## src/rtl/call_site_range_coalescer_top_assert.svh

```systemverilog
// Assertion macros shared by the queue and back modules of the coalescer.
`ifndef CALL_SITE_RANGE_COALESCER_TOP_ASSERT_SVH
`define CALL_SITE_RANGE_COALESCER_TOP_ASSERT_SVH

`ifndef SYNTHESIS
// The consequent must hold in the same cycle as the antecedent.
`define CSRC_ASSERT_SAME(label, clk, rst, cond, expr) \
   label: assert property (@(posedge clk) disable iff (rst) (cond) |-> (expr)) \
      else $error("call_site_range_coalescer: same-cycle check failed");
// The consequent must hold in the cycle after the antecedent.
`define CSRC_ASSERT_NEXT(label, clk, rst, cond, expr) \
   label: assert property (@(posedge clk) disable iff (rst) (cond) |=> (expr)) \
      else $error("call_site_range_coalescer: next-cycle check failed");
`else
`define CSRC_ASSERT_SAME(label, clk, rst, cond, expr)
`define CSRC_ASSERT_NEXT(label, clk, rst, cond, expr)
`endif

`endif

```

## src/rtl/csrc_pkg.sv

```systemverilog
`timescale 1ns / 1ps

package csrc_pkg;

   localparam int DEF_OFFSET_BITS = 32;
   localparam int DEF_ACTION_BITS = 16;
   localparam int DEF_COUNT_BITS  = 16;

   // Depth of the queue between front and back; a power of two.
   localparam int QUEUE_DEPTH = 4;

   localparam int OPCODE_BITS = 2;

   typedef enum logic [OPCODE_BITS-1:0] {
      OP_SITE    = 2'd0,
      OP_BARRIER = 2'd1,
      OP_END     = 2'd2
   } opcode_type;

endpackage

```

## src/rtl/csrc_front.sv

```systemverilog
`timescale 1ns / 1ps

module csrc_front
   import csrc_pkg::*;
#(
   parameter int OFFSET_BITS = DEF_OFFSET_BITS,
   parameter int ACTION_BITS = DEF_ACTION_BITS,
   parameter int ENTRY_BITS  = OPCODE_BITS + 3 * OFFSET_BITS + 1 + ACTION_BITS
) (
   input  logic                   clock,
   input  logic                   reset,
   input  logic                   req_valid,
   output logic                   req_ready,
   input  logic [OPCODE_BITS-1:0] req_opcode,
   input  logic [OFFSET_BITS-1:0] req_range_start,
   input  logic [OFFSET_BITS-1:0] req_range_length,
   input  logic [OFFSET_BITS-1:0] req_pad_offset,
   input  logic [ACTION_BITS-1:0] req_action_index,
   output logic                   push_valid,
   input  logic                   push_ready,
   output logic [ENTRY_BITS-1:0]  push_data
);

   logic                  stage_valid_ff;
   logic                  stage_valid_in;
   logic [ENTRY_BITS-1:0] stage_data_ff;
   logic [ENTRY_BITS-1:0] stage_data_in;
   logic                  known_op;
   logic [OFFSET_BITS:0]  end_sum;

   assign req_ready  = !stage_valid_ff || push_ready;
   assign push_valid = stage_valid_ff;
   assign push_data  = stage_data_ff;

   // Ends carry one extra bit so that start plus length never wraps.
   assign end_sum = {1'b0, req_range_start} + {1'b0, req_range_length};

   always_comb begin
      case (opcode_type'(req_opcode))
         OP_SITE, OP_BARRIER, OP_END: known_op = 1'b1;
         default: known_op = 1'b0;
      endcase
   end

   always_comb begin
      stage_valid_in = stage_valid_ff && !push_ready;
      stage_data_in  = stage_data_ff;
      if (req_valid && req_ready) begin
         // The unused opcode is dropped here and never reaches the queue.
         stage_valid_in = known_op;
         stage_data_in  = {req_opcode, req_range_start, end_sum,
                           req_pad_offset, req_action_index};
      end
   end

   always_ff @(posedge clock) begin
      if (reset) begin
         stage_valid_ff <= 1'b0;
      end else begin
         stage_valid_ff <= stage_valid_in;
      end
      stage_data_ff <= stage_data_in;
   end

endmodule

```

## src/rtl/csrc_queue.sv

```systemverilog
`timescale 1ns / 1ps
`include "call_site_range_coalescer_top_assert.svh"

module csrc_queue
   import csrc_pkg::*;
#(
   parameter int ENTRY_BITS = 2
) (
   input  logic                  clock,
   input  logic                  reset,
   input  logic                  push_valid,
   output logic                  push_ready,
   input  logic [ENTRY_BITS-1:0] push_data,
   output logic                  pop_valid,
   input  logic                  pop_ready,
   output logic [ENTRY_BITS-1:0] pop_data
);

   localparam int PTR_BITS = $clog2(QUEUE_DEPTH);
   localparam int CNT_BITS = $clog2(QUEUE_DEPTH + 1);

   logic [ENTRY_BITS-1:0] slot_ff [QUEUE_DEPTH];
   logic [PTR_BITS-1:0]   wr_ptr_ff;
   logic [PTR_BITS-1:0]   wr_ptr_in;
   logic [PTR_BITS-1:0]   rd_ptr_ff;
   logic [PTR_BITS-1:0]   rd_ptr_in;
   logic [CNT_BITS-1:0]   count_ff;
   logic [CNT_BITS-1:0]   count_in;
   logic                  push_fire;
   logic                  pop_fire;

   assign push_ready = (count_ff != CNT_BITS'(QUEUE_DEPTH));
   assign pop_valid  = (count_ff != '0);
   assign pop_data   = slot_ff[rd_ptr_ff];
   assign push_fire  = push_valid && push_ready;
   assign pop_fire   = pop_valid && pop_ready;

   always_comb begin
      wr_ptr_in = push_fire ? wr_ptr_ff + 1'b1 : wr_ptr_ff;
      rd_ptr_in = pop_fire ? rd_ptr_ff + 1'b1 : rd_ptr_ff;
      count_in  = count_ff;
      if (push_fire && !pop_fire) begin
         count_in = count_ff + 1'b1;
      end else if (pop_fire && !push_fire) begin
         count_in = count_ff - 1'b1;
      end
   end

   always_ff @(posedge clock) begin
      if (reset) begin
         wr_ptr_ff <= '0;
         rd_ptr_ff <= '0;
         count_ff  <= '0;
      end else begin
         wr_ptr_ff <= wr_ptr_in;
         rd_ptr_ff <= rd_ptr_in;
         count_ff  <= count_in;
      end
   end

   always_ff @(posedge clock) begin
      if (push_fire) begin
         slot_ff[wr_ptr_ff] <= push_data;
      end
   end

   // The fill count never exceeds the depth and, below full, matches the pointer distance.
   `CSRC_ASSERT_SAME(a_queue_count_bound, clock, reset, 1'b1, count_ff <= CNT_BITS'(QUEUE_DEPTH))
   `CSRC_ASSERT_SAME(a_queue_ptr_match, clock, reset, count_ff != CNT_BITS'(QUEUE_DEPTH), (wr_ptr_ff - rd_ptr_ff) == count_ff[PTR_BITS-1:0])

endmodule

```

## src/rtl/csrc_back.sv

```systemverilog
`timescale 1ns / 1ps
`include "call_site_range_coalescer_top_assert.svh"

module csrc_back
   import csrc_pkg::*;
#(
   parameter int OFFSET_BITS = DEF_OFFSET_BITS,
   parameter int ACTION_BITS = DEF_ACTION_BITS,
   parameter int COUNT_BITS  = DEF_COUNT_BITS,
   parameter int ENTRY_BITS  = OPCODE_BITS + 3 * OFFSET_BITS + 1 + ACTION_BITS
) (
   input  logic                   clock,
   input  logic                   reset,
   input  logic                   pop_valid,
   output logic                   pop_ready,
   input  logic [ENTRY_BITS-1:0]  pop_data,
   output logic                   rsp_valid,
   input  logic                   rsp_ready,
   output logic                   rsp_entry_valid,
   output logic [OFFSET_BITS-1:0] rsp_out_start,
   output logic [OFFSET_BITS:0]   rsp_out_length,
   output logic [OFFSET_BITS-1:0] rsp_out_pad,
   output logic [ACTION_BITS-1:0] rsp_out_action,
   output logic                   rsp_is_last,
   output logic [COUNT_BITS-1:0]  rsp_kept_count,
   output logic [COUNT_BITS-1:0]  rsp_merged_count
);

   localparam int PAD_LSB   = ACTION_BITS;
   localparam int END_LSB   = PAD_LSB + OFFSET_BITS;
   localparam int START_LSB = END_LSB + OFFSET_BITS + 1;
   localparam int OP_LSB    = START_LSB + OFFSET_BITS;

   // Fields of the item at the head of the queue.
   opcode_type             item_op;
   logic [OFFSET_BITS-1:0] item_start;
   logic [OFFSET_BITS:0]   item_end;
   logic [OFFSET_BITS-1:0] item_pad;
   logic [ACTION_BITS-1:0] item_action;

   // Pending range and per-function totals.
   logic                   pend_valid_ff, pend_valid_in;
   logic [OFFSET_BITS-1:0] pend_start_ff, pend_start_in;
   logic [OFFSET_BITS:0]   pend_end_ff, pend_end_in;
   logic [OFFSET_BITS-1:0] pend_pad_ff, pend_pad_in;
   logic [ACTION_BITS-1:0] pend_action_ff, pend_action_in;
   logic                   gap_valid_ff, gap_valid_in;
   logic [OFFSET_BITS-1:0] gap_start_ff, gap_start_in;
   logic [COUNT_BITS-1:0]  kept_ff, kept_in;
   logic [COUNT_BITS-1:0]  merged_ff, merged_in;

   // Output register.
   logic                   rsp_valid_ff, rsp_valid_in;
   logic                   entry_valid_ff, entry_valid_in;
   logic [OFFSET_BITS-1:0] out_start_ff, out_start_in;
   logic [OFFSET_BITS:0]   out_length_ff, out_length_in;
   logic [OFFSET_BITS-1:0] out_pad_ff, out_pad_in;
   logic [ACTION_BITS-1:0] out_action_ff, out_action_in;
   logic                   is_last_ff, is_last_in;
   logic [COUNT_BITS-1:0]  kept_out_ff, kept_out_in;
   logic [COUNT_BITS-1:0]  merged_out_ff, merged_out_in;

   logic                   blocked;
   logic                   merge;
   logic                   produces;
   logic                   out_free;
   logic                   pop_fire;
   logic [COUNT_BITS-1:0]  kept_inc;
   logic [OFFSET_BITS:0]   pend_length;

   assign item_op     = opcode_type'(pop_data[OP_LSB +: OPCODE_BITS]);
   assign item_start  = pop_data[START_LSB +: OFFSET_BITS];
   assign item_end    = pop_data[END_LSB +: OFFSET_BITS + 1];
   assign item_pad    = pop_data[PAD_LSB +: OFFSET_BITS];
   assign item_action = pop_data[ACTION_BITS-1:0];

   assign blocked     = gap_valid_ff && (gap_start_ff < item_start);
   assign merge       = !blocked && (item_pad == pend_pad_ff) &&
                        (item_action == pend_action_ff);
   assign kept_inc    = kept_ff + 1'b1;
   assign pend_length = pend_end_ff - {1'b0, pend_start_ff};
   assign out_free    = !rsp_valid_ff || rsp_ready;

   always_comb begin
      case (item_op)
         OP_SITE: produces = pend_valid_ff && !merge;
         OP_END:  produces = 1'b1;
         default: produces = 1'b0;
      endcase
   end

   // Items without a result retire even while the output register is full.
   assign pop_ready = !produces || out_free;
   assign pop_fire  = pop_valid && pop_ready;

   always_comb begin
      pend_valid_in  = pend_valid_ff;
      pend_start_in  = pend_start_ff;
      pend_end_in    = pend_end_ff;
      pend_pad_in    = pend_pad_ff;
      pend_action_in = pend_action_ff;
      gap_valid_in   = gap_valid_ff;
      gap_start_in   = gap_start_ff;
      kept_in        = kept_ff;
      merged_in      = merged_ff;
      if (pop_fire) begin
         case (item_op)
            OP_SITE: begin
               if (pend_valid_ff && merge) begin
                  if (item_end > pend_end_ff) begin
                     pend_end_in = item_end;
                  end
                  merged_in = merged_ff + 1'b1;
               end else begin
                  if (pend_valid_ff) begin
                     kept_in = kept_inc;
                  end
                  pend_valid_in  = 1'b1;
                  pend_start_in  = item_start;
                  pend_end_in    = item_end;
                  pend_pad_in    = item_pad;
                  pend_action_in = item_action;
                  gap_valid_in   = 1'b0;
                  gap_start_in   = '0;
               end
            end
            OP_BARRIER: begin
               if (pend_valid_ff && !gap_valid_ff && ({1'b0, item_start} >= pend_end_ff)) begin
                  gap_valid_in = 1'b1;
                  gap_start_in = item_start;
               end
            end
            OP_END: begin
               pend_valid_in  = 1'b0;
               pend_start_in  = '0;
               pend_end_in    = '0;
               pend_pad_in    = '0;
               pend_action_in = '0;
               gap_valid_in   = 1'b0;
               gap_start_in   = '0;
               kept_in        = '0;
               merged_in      = '0;
            end
            default: begin
               pend_valid_in = pend_valid_ff;
            end
         endcase
      end
   end

   always_comb begin
      rsp_valid_in   = rsp_valid_ff && !rsp_ready;
      entry_valid_in = entry_valid_ff;
      out_start_in   = out_start_ff;
      out_length_in  = out_length_ff;
      out_pad_in     = out_pad_ff;
      out_action_in  = out_action_ff;
      is_last_in     = is_last_ff;
      kept_out_in    = kept_out_ff;
      merged_out_in  = merged_out_ff;
      if (pop_fire && produces) begin
         rsp_valid_in   = 1'b1;
         entry_valid_in = pend_valid_ff;
         out_start_in   = pend_valid_ff ? pend_start_ff : '0;
         out_length_in  = pend_valid_ff ? pend_length : '0;
         out_pad_in     = pend_valid_ff ? pend_pad_ff : '0;
         out_action_in  = pend_valid_ff ? pend_action_ff : '0;
         is_last_in     = (item_op == OP_END);
         kept_out_in    = pend_valid_ff ? kept_inc : kept_ff;
         merged_out_in  = merged_ff;
      end
   end

   always_ff @(posedge clock) begin
      if (reset) begin
         pend_valid_ff  <= 1'b0;
         pend_start_ff  <= '0;
         pend_end_ff    <= '0;
         pend_pad_ff    <= '0;
         pend_action_ff <= '0;
         gap_valid_ff   <= 1'b0;
         gap_start_ff   <= '0;
         kept_ff        <= '0;
         merged_ff      <= '0;
         rsp_valid_ff   <= 1'b0;
      end else begin
         pend_valid_ff  <= pend_valid_in;
         pend_start_ff  <= pend_start_in;
         pend_end_ff    <= pend_end_in;
         pend_pad_ff    <= pend_pad_in;
         pend_action_ff <= pend_action_in;
         gap_valid_ff   <= gap_valid_in;
         gap_start_ff   <= gap_start_in;
         kept_ff        <= kept_in;
         merged_ff      <= merged_in;
         rsp_valid_ff   <= rsp_valid_in;
      end
      entry_valid_ff <= entry_valid_in;
      out_start_ff   <= out_start_in;
      out_length_ff  <= out_length_in;
      out_pad_ff     <= out_pad_in;
      out_action_ff  <= out_action_in;
      is_last_ff     <= is_last_in;
      kept_out_ff    <= kept_out_in;
      merged_out_ff  <= merged_out_in;
   end

   assign rsp_valid        = rsp_valid_ff;
   assign rsp_entry_valid  = entry_valid_ff;
   assign rsp_out_start    = out_start_ff;
   assign rsp_out_length   = out_length_ff;
   assign rsp_out_pad      = out_pad_ff;
   assign rsp_out_action   = out_action_ff;
   assign rsp_is_last      = is_last_ff;
   assign rsp_kept_count   = kept_out_ff;
   assign rsp_merged_count = merged_out_ff;

   // A gap barrier only exists behind a pending range.
   `CSRC_ASSERT_SAME(a_back_gap_needs_pending, clock, reset, gap_valid_ff, pend_valid_ff)
   // The end item leaves no pending range behind.
   `CSRC_ASSERT_NEXT(a_back_end_clears, clock, reset, pop_fire && (item_op == OP_END), !pend_valid_ff && !gap_valid_ff)
   // A result is never loaded over one that is still waiting.
   `CSRC_ASSERT_SAME(a_back_no_overwrite, clock, reset, pop_fire && produces, out_free)

endmodule

```

## src/rtl/call_site_range_coalescer_top.sv

```systemverilog
`timescale 1ns / 1ps
// The item that causes a result passes the front stage register and the queue, and the
// result then sits in the output register for as long as the result channel stalls.
// The block takes one item per cycle while the result channel accepts results.
// The front stage and the queue let the input keep flowing while a result waits.
// Reset is synchronous and active high; it empties the front stage, the queue and the
// output register and clears the pending range and both counters.

module call_site_range_coalescer_top
   import csrc_pkg::*;
#(
   parameter int OFFSET_BITS = DEF_OFFSET_BITS,
   parameter int ACTION_BITS = DEF_ACTION_BITS,
   parameter int COUNT_BITS  = DEF_COUNT_BITS
) (
   input  logic                   clock,
   input  logic                   reset,
   input  logic                   req_valid,
   output logic                   req_ready,
   input  logic [OPCODE_BITS-1:0] req_opcode,
   input  logic [OFFSET_BITS-1:0] req_range_start,
   input  logic [OFFSET_BITS-1:0] req_range_length,
   input  logic [OFFSET_BITS-1:0] req_pad_offset,
   input  logic [ACTION_BITS-1:0] req_action_index,
   output logic                   rsp_valid,
   input  logic                   rsp_ready,
   output logic                   rsp_entry_valid,
   output logic [OFFSET_BITS-1:0] rsp_out_start,
   output logic [OFFSET_BITS:0]   rsp_out_length,
   output logic [OFFSET_BITS-1:0] rsp_out_pad,
   output logic [ACTION_BITS-1:0] rsp_out_action,
   output logic                   rsp_is_last,
   output logic [COUNT_BITS-1:0]  rsp_kept_count,
   output logic [COUNT_BITS-1:0]  rsp_merged_count
);

   // One queue entry holds the opcode, the start, the widened end, the pad and the action.
   localparam int ENTRY_BITS = OPCODE_BITS + 3 * OFFSET_BITS + 1 + ACTION_BITS;

   logic                  push_valid;
   logic                  push_ready;
   logic [ENTRY_BITS-1:0] push_data;
   logic                  pop_valid;
   logic                  pop_ready;
   logic [ENTRY_BITS-1:0] pop_data;

   // The front stage decodes the opcode, drops the unused code and forms the end
   // of each range, so that the back never has to add start and length itself.
   csrc_front #(
      .OFFSET_BITS (OFFSET_BITS),
      .ACTION_BITS (ACTION_BITS),
      .ENTRY_BITS  (ENTRY_BITS)
   ) u_front (
      .clock            (clock),
      .reset            (reset),
      .req_valid        (req_valid),
      .req_ready        (req_ready),
      .req_opcode       (req_opcode),
      .req_range_start  (req_range_start),
      .req_range_length (req_range_length),
      .req_pad_offset   (req_pad_offset),
      .req_action_index (req_action_index),
      .push_valid       (push_valid),
      .push_ready       (push_ready),
      .push_data        (push_data)
   );

   // The queue decouples the two halves, so a stall on the result channel only
   // reaches the input once the queue has filled.
   csrc_queue #(
      .ENTRY_BITS (ENTRY_BITS)
   ) u_queue (
      .clock      (clock),
      .reset      (reset),
      .push_valid (push_valid),
      .push_ready (push_ready),
      .push_data  (push_data),
      .pop_valid  (pop_valid),
      .pop_ready  (pop_ready),
      .pop_data   (pop_data)
   );

   // The back holds the pending range, merges matching sites into it, tracks the
   // first barrier in the gap and drives the registered result channel. Barriers
   // and merged sites retire without waiting for the result channel.
   csrc_back #(
      .OFFSET_BITS (OFFSET_BITS),
      .ACTION_BITS (ACTION_BITS),
      .COUNT_BITS  (COUNT_BITS),
      .ENTRY_BITS  (ENTRY_BITS)
   ) u_back (
      .clock            (clock),
      .reset            (reset),
      .pop_valid        (pop_valid),
      .pop_ready        (pop_ready),
      .pop_data         (pop_data),
      .rsp_valid        (rsp_valid),
      .rsp_ready        (rsp_ready),
      .rsp_entry_valid  (rsp_entry_valid),
      .rsp_out_start    (rsp_out_start),
      .rsp_out_length   (rsp_out_length),
      .rsp_out_pad      (rsp_out_pad),
      .rsp_out_action   (rsp_out_action),
      .rsp_is_last      (rsp_is_last),
      .rsp_kept_count   (rsp_kept_count),
      .rsp_merged_count (rsp_merged_count)
   );

endmodule

```

## config.mk

```make
export PLATFORM = sky130hd
export DESIGN_NAME = call_site_range_coalescer_top
export DESIGN_NICKNAME = d
export VERILOG_FILES = /design/src/rtl/csrc_pkg.sv /design/src/rtl/csrc_front.sv /design/src/rtl/csrc_queue.sv /design/src/rtl/csrc_back.sv /design/src/rtl/call_site_range_coalescer_top.sv
export VERILOG_INCLUDE_DIRS = /design/src /design/src/rtl
export SDC_FILE = /design/constraint.sdc
export NUM_CORES = 1
export LEC_CHECK = 0
export ABC_AREA = 0
export BUFFER_PORTS_ARGS = -buffer_cell sky130_fd_sc_hd__buf_4
export CAP_MARGIN = 20
export CORE_MARGIN = 1.5
export CORE_UTILIZATION = 65
export CTS_BUF_LIST = sky130_fd_sc_hd__clkbuf_8
export DETAILED_ROUTE_END_ITERATION = 10
export PLACE_DENSITY = 0.93
export SETUP_SLACK_MARGIN = 0.1
export SYNTH_ARGS = -nofsm -noshare
export SYNTH_HDL_FRONTEND = slang
export SYNTH_SLANG_ARGS = --single-unit
export TNS_END_PERCENT = 50
```

## constraint.sdc

```tcl
create_clock -name clock -period 46.8 [get_ports clock]
set_clock_uncertainty 0.05 [all_clocks]
set_input_delay 4.68 -clock clock [delete_from_list [all_inputs] [get_ports clock]]
set_output_delay 4.68 -clock clock [all_outputs]
set_load 0.02 [all_outputs]
```

* Yosys cells after proc, flatten, opt, wreduce, memory -nomap -nowiden *
Memories as Yosys holds them, arrays and structs flattened. A register that Yosys moved wholly into a read port is not among the register bits.
Cells that the tools add are included.

word-level totals
  input bits = 118
  bits in registers = 450
  memory bits (writable) = 460
  memories = 1

memory list
  name             words  bits a word  read ports  clocked after memory_dff  wr ports  line              RTL
  u_queue.slot_ff  4      115          1           1                         1         csrc_queue.sv:22  logic [ENTRY_BITS-1:0] slot_ff [QUEUE_DEPTH];

cells by class
  magnitude comparators = 3
  muxes and demuxes = 32
  $add $sub $neg = 8
  reduce and logical (&&, ||, !) cells = 39
  equal/unequal tests = 11

operator list
  operator                                       count
  two-way mux 32 bit                             4
  case mux 32 bit (2 select lines)               2
  case mux 16 bit (2 select lines)               3
  case mux 32 bit (3 select lines)               1
  two-way mux 33 bit                             2
  case mux 33 bit (2 select lines)               1
  two-way mux 16 bit                             4
  adder 32 x 32 -> 33 bit                        1
  greater-or-equal comparator 32 x 33 -> 1 bit   1
  > comparator 33 bit                            1
  subtractor 33 x 32 -> 33 bit                   1
  adder 16 x 1 -> 16 bit, second input constant  2
  == test 32 bit                                 1
  < comparator 32 bit                            1
  == test 16 bit                                 1
  logical AND 1 bit                              15
  zero test 1 bit                                10
  AND reduction 3 bit                            3
  two-way mux 1 bit                              8
  two-way mux 3 bit                              2
  inequality test 3 bit, second input constant   2
  nonzero test 3 bit                             2
  adder 2 x 1 -> 2 bit, second input constant    2
  == test 2 x 1 -> 1 bit, second input constant  2
  13 further kinds                               21

* Depth between registers and ports, before layout *
Gate-level depths: netlist of run 1.

  depth in word-level cells = 14
  mapped depth = 22

* Cells and area by module *
From an unflattened synthesis of run 1, not the netlist that was laid out.

unflattened totals
  cell total of the unflattened synthesis = 2814
  area, all modules = 39673.0 um2

by module, submodules not included
  module      cells an instance  area each (um2)  instances
  csrc_back   1778               17229.0          1
  csrc_queue  649                17035.1          1
  csrc_front  387                5408.9           1

* Least setup slack after synthesis of run 1 *
Ideal clock, no wire load.

  kind = input -> register
  from = in rsp_ready
  to = reg u_back.kept_ff[0]
  data required time = 46.196 ns
  arrival = 15.514 ns
  library setup time = 0.554 ns
  stages = 3
  path slack = 30.682 ns
  cell sequence = nor2b_1 > nor3_1 > o21ai_0

on the way
  cells in the longest elaborated chain, start to end = 4

RTL lines
  item                                  line                                 RTL
  start, declared                       call_site_range_coalescer_top.sv:26  input logic rsp_ready,
  logical OR 1 bit                      csrc_back.sv:82                      assign out_free = !rsp_valid_ff || rsp_ready;
  logical OR 1 bit                      csrc_back.sv:93                      assign pop_ready = !produces || out_free;
  logical AND 1 bit                     csrc_back.sv:94                      assign pop_fire = pop_valid && pop_ready;
  AND reduction 3 bit (no source line)  --
  end signal, assigned                  csrc_back.sv:194                     kept_ff <= kept_in;
  end, declared                         csrc_back.sv:49                      logic [COUNT_BITS-1:0] kept_ff, kept_in;

No other way between the ends.
A chain may end at the register's enable or synchronous reset.

* Worst setup path in the final report of run 1 *
  from = in req_range_start[0]
  to = reg u_front.stage_data_ff[68], in the netlist u_front.push_data[68] (data pin)

on the way
  cells in the longest elaborated chain, start to end = 1

RTL lines
  item                     line                                 RTL
  start, declared          call_site_range_coalescer_top.sv:21  input logic [OFFSET_BITS-1:0] req_range_start,
  adder 32 x 32 -> 33 bit  csrc_front.sv:36                     assign end_sum = {1'b0, req_range_start} + {1'b0, req_range_length};
  net u_front.end_sum[20]  csrc_front.sv:29                     logic [OFFSET_BITS:0] end_sum;
  end signal, assigned     csrc_front.sv:62                     stage_data_ff <= stage_data_in;
  end, declared            csrc_front.sv:26                     logic [ENTRY_BITS-1:0] stage_data_ff;

The timed path passes the listed nets, and every way through them passes these cells.

==> results.md, run 1 <==
- Sw Share: 37.0%
- Syn Std Cell Area: 0.0389 sq mm
- Total power: 0.00278 W
- Final setup vio count: 0
- Design area: 0.0442 sq mm
- Residual DRC: 0
- Outcome: completed
- Slew Viols, Final: 0
- Max-Cap Viols: 0
- Number of buffers inserted by hold repair at cts: 0
- Starting Density: 65.8%
- Detail-routed via count per cell: 6.33
- Sw Pwr: 0.00103 W
- Hpwl dp: 61.4 mm
- RSZ-0062 raised after global routing: no
- Post-synth EDFFs: 722
- Post CTS Setup Buffer Count: 0
- CTS tree: done
- Drt pass-1 iters: 6
- CTS Sinks: 912
- Worst setup EP type: flop
- Asr flop ratio synth: 0%
- Drt total wl: 92.1 mm
- Slew @ Worst Pin: 1.04 ns
- Worst Hold Slack: 0.417 ns
- Seq cells post-synth: 912
- Die Ht: 247 um
- Post-synth top area share: 55.8%
- Total Routing Usage GR: 30.3%
- Syn_nets: 3,025
- Area of all sequential standard cells: 0.0255 sq mm
- Place WS: 38.62 ns
- I/O Buffers: 266
- Final net count: 3,336
- Synth area leaders: edfxtp_1 (56%), dfxtp_1 (9.8%), mux4_2 (6.5%)
- Routed vias: 24,899
- Share of post-route cells with drive strength above 1: 19.4%
- Post_cts resized: 0
- Final worst slack: 39.06 ns
- Mapped Cells: 2,737
- WL/cell: 23.4 um
- Post-synth top flop: edfxtp_1
- Combinational fraction of design power: 38.0%
- Share of power burned in registers: 39.3%
- Largest net degree at the start of global routing: 124
- Die ar.: 0.0613 sq mm
- Post-route clock period utilization: 16.5%
- Core Box Area: 0.0590 sq mm
- Most common cell after layout, fill and taps aside: edfxtp_1
- Worst Setup Start Kind: input port
- Area Overhead vs Synth: 13.9%
- Initial antenna violation count: 3
- Pwr dens: 62.9 mW/mm^2
- Post-Route Setup TNS: 0 ns
- Synth cell types: 70
- Grt ovf: 0
- Fin. Hold Viols: 0
- Slew headroom: 30.7%
- Internal power: 0.00175 W
- Io pins: 267
- Leakage: 15.8 nW
- VDD IR max: 0.0463 mV
- Clk buf depth: 3
- Routed Antenna Nets: 0
- Ys Warns: 0
- Final Wtd Congestion: 0.908
- Kind of critical path: input port to flop
- Clk pin slew, worst setup/hold paths: 0.06 ns
- Hold Path Class: flop to flop
- Crit path required time: 47.24 ns
- Vias in the first global route: 24,215
- Final Critical Period: 7.74 ns
- Area leader, netlist: edfxtp_1
- Rows: 89
- Worst skew pair latency: 0.80 ns
- Multi-input gate area: 0.0123 sq mm
- DRT iter0 DRCs: 2,990
- Fmax: 129 MHz
- Global-route wire length before repair: 139 mm
- Cts bufs inserted: 140
- Die W: 247 um
- Fill cells: 3,226
- Critical-path maximum fanout: 3
- Worst endpoint data arrival time: 8.18 ns
- # H-tree levels: 4
- Commonest non-fill, non-tap cells in the layout: edfxtp_1 (722), buf_4 (289), inv_1 (213), dfxtp_1 (187), a21oi_1 (181)
- Sequential fraction of the synthesis area: 65.6%
- Synthesized area per cell: 14.2 sq um
- Post-DP Area: 0.0415 sq mm
- Clock Power Share: 22.8%
- CTS root buf: clkbuf_8
## state kept, by name (all words and copies together), names as in the netlist, 2 cells and up, named ones only
name,cells
u_front.push_data,115
u_back.gap_start_ff,32
u_queue.wr_ptr_ff,2
u_back.rsp_out_length,33
u_back.kept_ff,16
u_back.pend_start_ff,32
u_back.rsp_out_action,16
u_queue.slot_ff,460
u_queue.rd_ptr_ff,2
u_back.rsp_merged_count,16
u_back.pend_action_ff,16
u_back.rsp_out_start,32
u_back.pend_pad_ff,32
u_back.rsp_out_pad,32
u_back.rsp_kept_count,16
u_queue.count_ff,3
u_back.merged_ff,16
u_back.pend_end_ff,33
## Yosys cell counts (5+ instances only)
library cell	n
nand3_1	145
a21oi_1	181
nor2b_1	16
o21ai_0	51
o22ai_1	10
or3_1	13
buf_2	16
o32ai_1	32
and2_1	92
mux4_2	113
xor2_1	31
dfxtp_1	190
o211ai_1	13
a2111oi_0	5
or4_1	12
o21a_1	17
nor2_1	85
ha_1	167
nor3b_1	37
a31oi_1	8
nor4_1	15
buf_1	13
edfxtp_1	722
a21o_1	31
a211oi_1	14
o31ai_1	42
nand2b_1	12
o21bai_1	11
nand2_1	155
xnor2_1	87
inv_1	159
buf_6	6
and3_1	20
clkbuf_1	85
nand4_1	40
nor3_1	21
## worst max-delay path, stage by stage
cell and delay, ns:
buf_4 0.12, ha_1 0.31, inv_1 0.13, fa_1 0.23, nor2b_1 0.10, o31a_1 0.31
o41ai_1 0.71, o31ai_1 0.25, a211o_1 0.43, a21o_1 0.19, a21oi_1 0.28, o21a_1 0.21
o311ai_0 0.20
## layout make-up
| class | count | area share (%) |
|---|---|---|
| Sequential cell | 912 | 57.6 |
| Multi-Input combinational cell | 1543 | 27.8 |
| Clock buffer | 161 | 5.01 |
| Timing Repair Buffer | 290 | 4.93 |
| Tap cell | 773 | 2.19 |
| Inverter | 161 | 1.37 |
| Clock inverter | 95 | 1.10 |
| Antenna cell | 1 | 0.00566 |
## per-stage QoR
stage          std cells  util, %
6_report            3936     75.0
5_1_grt             3936     75.0
4_1_cts             3935     75.0
3_5_place_dp        3679     70.4
3_3_place_gp        3679     70.4
2_1_floorplan       2737        -
## logic make-up (layout without fill, tap and decap cells)
family / after synthesis / after routing / synth area share (%)
flops: 912 / 912 / 65.6
xor+xnor: 118 / 118 / 2.66
mux: 120 / 120 / 6.74
other cells: 0 / 1 / 0
simple gates: 680 / 680 / 9.09
compound gates: 455 / 455 / 7.49
fa+ha+maj: 170 / 170 / 5.53
buf+inv: 282 / 707 / 2.90
## worst paths after layout
check | start | endpoint | slack [ns] | cells after the start
max reg2reg | flop | u_back.rsp_out_start[13] | 39.88 | 14
max | req_range_start[0] | u_front.push_data[68] | 39.06 | 13
min reg2reg | u_back.pend_start_ff[12] | u_back.pend_start_ff[12] | 0.42 | 2
min | u_back.pend_start_ff[12] | u_back.pend_start_ff[12] | 0.42 | 2
## metal layers
metal	GRT usage (%)	vias up	wire, um
li1	-	11037	-
met1	42.3	12114	36600
met2	47.9	1528	44000
met3	6.51	218	8780
met4	10.5	2	2780
met5	0	-	8
## power by group through the flow
stage / combinational (W) / clock (W) / sequential (W)
2_1_floorplan: 0.000700 / 0 / 0.00114
3_3_place_gp: 0.000989 / 0 / 0.00110
3_5_place_dp: 0.00103 / 0 / 0.00111
4_1_cts: 0.00104 / 0.000641 / 0.00109
5_1_grt: 0.00114 / 0.000676 / 0.00110
6_report: 0.00106 / 0.000633 / 0.00109
No activity file was read; power rests on OpenSTA's default activity.
==> run 2: changes to the inputs <==
Settings changed: ABC_AREA 0 to 1, CORE_UTILIZATION 65 to 57, PLACE_DENSITY 0.93 to 0.87.
Clock period 46.8 ns to 7 ns, I/O delays scaled along.
==> results.md, run 2 <==
- Outcome: completed
- Reg-to-reg critical path endpoint: u_back.pend_pad_ff[21]
- Die Ht: 269 um (+8.7%)
- Slew @ Worst Pin: 1.06 ns (+0.0228 ns)
- Synth top cells by count: nand2_1 (921), edfxtp_1 (722), inv_1 (333)
- Worst setup EP type: flop
- Post-route clock period utilization: 80.6%
- CTS Sinks: 912 (unchanged)
- Total Routing Usage GR: 27.3% (-3.0 points)
- Hpwl dp: 64.1 mm (+4.5%)
- Worst endpoint data arrival time: 6.31 ns (-1.87 ns)
- Fmax: 177 MHz
- Largest net degree at the start of global routing: 137 (+10%)
- Asr flop ratio synth: 0% (unchanged)
- Final net count: 4,473 (+34%)
- Final setup vio count: 0 (unchanged)
- Worst Setup EP: u_back.pend_pad_ff[21]
- Post-synth EDFFs: 722 (unchanged)
- Slew headroom: 29.0% (-1.7 points)
- Synth cell types: 49 (-30%)
- Area leader, netlist: edfxtp_1
- Starting Density: 57.6% (-8.2 points)
- Max-Cap Viols: 0 (unchanged)
- Die W: 269 um (+8.7%)
- Area Overhead vs Synth: 15.0%
- Post-Synth XOR/XNOR Area: 1.95% (-0.71 points)
- Rows: 97 (+9.0%)
- Clk buf depth: 3 (unchanged)
- Place WS: 1.49 ns (-37.13 ns)
- Largest family of logic cells by synthesized area: simple AND/OR/NAND/NOR gates
- CTS root buf: clkbuf_8
- Share of post-route cells with drive strength above 1: 11.9% (-7.5 points)
- Critical-path maximum fanout: 136 (+133)
- Adder-Cell Fraction of Synth Area: 5.33% (-0.21 points)
- Clk pin slew, worst setup/hold paths: 0.06 ns (about the same)
- Clock Power Share: 20.4% (-2.4 points)
- Leakage: 18.8 nW (+19%)
- Pwr dens: 438 mW/mm^2 (+600%)
- Worst-case reg-to-reg path depth: 19 (+5)
- Final Wtd Congestion: 0.948 (+4.4%)
- Die ar.: 0.0724 sq mm (+18%)
- Global-route wire length before repair: 152 mm (+9.3%)
- Ys Warns: 0 (unchanged)
- Drt total wl: 100 mm (+8.8%)
- Internal power: 0.0118 W (+570%)
- Synth Area in Simple Gates: 16.3% (+7.2 points)
- Residual DRC: 0 (unchanged)
- Sw Share: 42.1% (+5.2 points)
- Io pins: 267 (unchanged)
- Fin. Hold Viols: 0 (unchanged)
- Share of power burned in registers: 38.0% (-1.3 points)
- # H-tree levels: 4 (unchanged)
- Compound-Gate Fraction of Synth Area: 8.28% (+0.80 points)
- Design area: 0.0464 sq mm (+4.9%)
- Sequential fraction of the synthesis area: 63.2% (-2.4 points)
- Combinational fraction of design power: 41.7% (+3.7 points)
- Syn Std Cell Area: 0.0404 sq mm (+3.9%)
- Cell count after placement: 4,923 (+34%)
- Synth area leaders: edfxtp_1 (54%), dfxtp_1 (9.4%), nand2_1 (8.6%)
- Most common cell after layout, fill and taps aside: nand2_1
- Hold Path Class: input port to flop
- Post-synth top area share: 53.7% (-2.1 points)
- Mapped Cells: 3,855 (+41%)
- Cell with the most instances after synthesis: nand2_1
- Syn_nets: 4,143 (+37%)
- Commonest non-fill, non-tap cells in the layout: nand2_1 (921), edfxtp_1 (722), inv_1 (383), nor2_1 (302), buf_4 (290)
- Worst skew pair latency: 0.81 ns (about the same)
- Synthesized area per cell: 10.5 sq um (-26%)
- Post-synth top flop: edfxtp_1
- Grt ovf: 0 (unchanged)
- Cts bufs inserted: 140 (unchanged)
- Vias in the first global route: 28,528 (+18%)
- Non-filler cells in the finished layout: 5,235 (+33%)
- Worst hold path depth: 1 (-1)
- I/O Buffers: 266 (unchanged)
- Routed Antenna Nets: 0 (unchanged)
- Post CTS Setup Buffer Count: 0 (unchanged)
- Kind of critical path: flop to flop
- CTS tree: done
- Seq cells post-synth: 912 (unchanged)
- Final Critical Period: 5.64 ns
- Core Box Area: 0.0700 sq mm (+19%)
- Worst Setup Start Kind: flop
- Number of buffers inserted by hold repair at cts: 57 (+57)
- RSZ-0062 raised after global routing: no
- Largest register FFs: 460 (unchanged)
- Initial antenna violation count: 4 (+1)
- WL/cell: 19.2 um (-18%)
- Final worst slack: 1.36 ns (-37.70 ns)
- Drt pass-1 iters: 6 (unchanged)
- DRT iter0 DRCs: 3,470 (+16%)
- Post-Route Setup TNS: 0 ns (unchanged)
- Mux cell area share after synthesis: 0% (-6.7 points)
- Post_cts resized: 0 (unchanged)
- Detail-routed via count per cell: 5.79 (-8.4%)
- Flop2flop setup slack: 1.36 ns (-38.52 ns)
- Slew Viols, Final: 0 (unchanged)
- Sw Pwr: 0.00855 W (+730%)
- Reg with most FFs: u_queue.slot_ff
- VDD IR max: 0.348 mV (+650%)
- Crit path required time: 7.66 ns (-39.58 ns)
- Routed vias: 30,325 (+22%)
- Post-DP Area: 0.0431 sq mm (+3.8%)
[run 2: cell count changes in the layout (fill, tap and decap cells not counted), moves of 40 or more]
cell           before  now
mux4_2            113    0
nor2_1             84  302
o21ai_0            51  150
xnor2_1            87   11
o31ai_1            42    2
nand2_1           155  921
and2_1             87    1
dlygate4sd3_1       0   57
a21oi_1           181  271
o21ai_1             1   46
nand4_1            40  107
inv_1             213  383
xor2_1             31   79
[run 2: metal layers]
metal / vias to the layer above / GRT usage (%) / share of wire (%)
met4: 4 / 13.2 / 4.2
met1: 14156 / 36.1 / 39
met3: 297 / 5.80 / 9.8
met2: 1847 / 43.3 / 47
met5: - / 0 / 0.023
li1: 14021 / - / -
[run 2: power by group through the flow]
stage | sequential [W] | combinational [W] | clock, W
2_1_floorplan | 0.00799 | 0.00535 | 0
3_3_place_gp | 0.00772 | 0.00783 | 0
3_5_place_dp | 0.00776 | 0.00811 | 0
4_1_cts | 0.00767 | 0.00822 | 0.00416
5_1_grt | 0.00777 | 0.00929 | 0.00439
6_report | 0.00771 | 0.00846 | 0.00413
[run 2: logic make-up after synthesis]
logic type | Yosys count
xor gates and xnor gates | 90
AOI/OAI and AO/OA | 599
and+or+nand+nor | 1581
adders and majority gates | 170
buffers and inverters | 503
DFF | 912
[run 2: worst min-delay path by stage]
stage / from / to / slack [ns]
after floorplan: u_back.merged_ff[7] / u_back.rsp_merged_count[7] / 0.36
after global placement: u_back.kept_ff[13] / u_back.kept_ff[13] / 0.40
after detailed placement: u_back.kept_ff[13] / u_back.kept_ff[13] / 0.41
after CTS: req_range_start[23] / u_front.push_data[104] / 0.001
after global routing: req_pad_offset[15] / u_front.push_data[31] / 0.01
final: req_range_start[5] / u_front.push_data[86] / 0.05
[run 2: stage by stage]
stage	power, W	hold WS [ns]	utilization (%)
after global placement	0.0156	0.399	61.6
after CTS	0.0201	0.00100	66.1
after global routing	0.0215	0.0109	66.3
after detailed placement	0.0159	0.406	61.6
after floorplan	0.0133	0.356	-
final	0.0203	0.0516	66.3
[run 2: layout make-up]
cell class,count,area [sq um]
Timing Repair Buffer,354,2910
Multi-Input combinational cell,2440,12900
Clock buffer,147,2020
Inverter,337,1280
Sequential cell,912,25500
Clock inverter,103,598
Tap cell,940,1180
Fill cell,4894,23600
Antenna cell,2,5.00
[run 2: critical path: stages (launching register included)]
cell and delay (ns):
dfxtp_4 1.00, buf_12 0.54, a21oi_1 0.18, a32oi_1 0.45
inv_1 0.12, ha_1 0.32, nand2_1 0.07, or4_1 0.55
a21oi_1 0.15, nor2_1 0.05, nand2_1 0.14, nand2_1 0.09
nand2_1 0.08, nand2_2 0.09, nand2_2 0.14, nand4_4 0.09
buf_4 0.36, nor2_1 0.65, nand2_1 0.13, o21ai_0 0.12
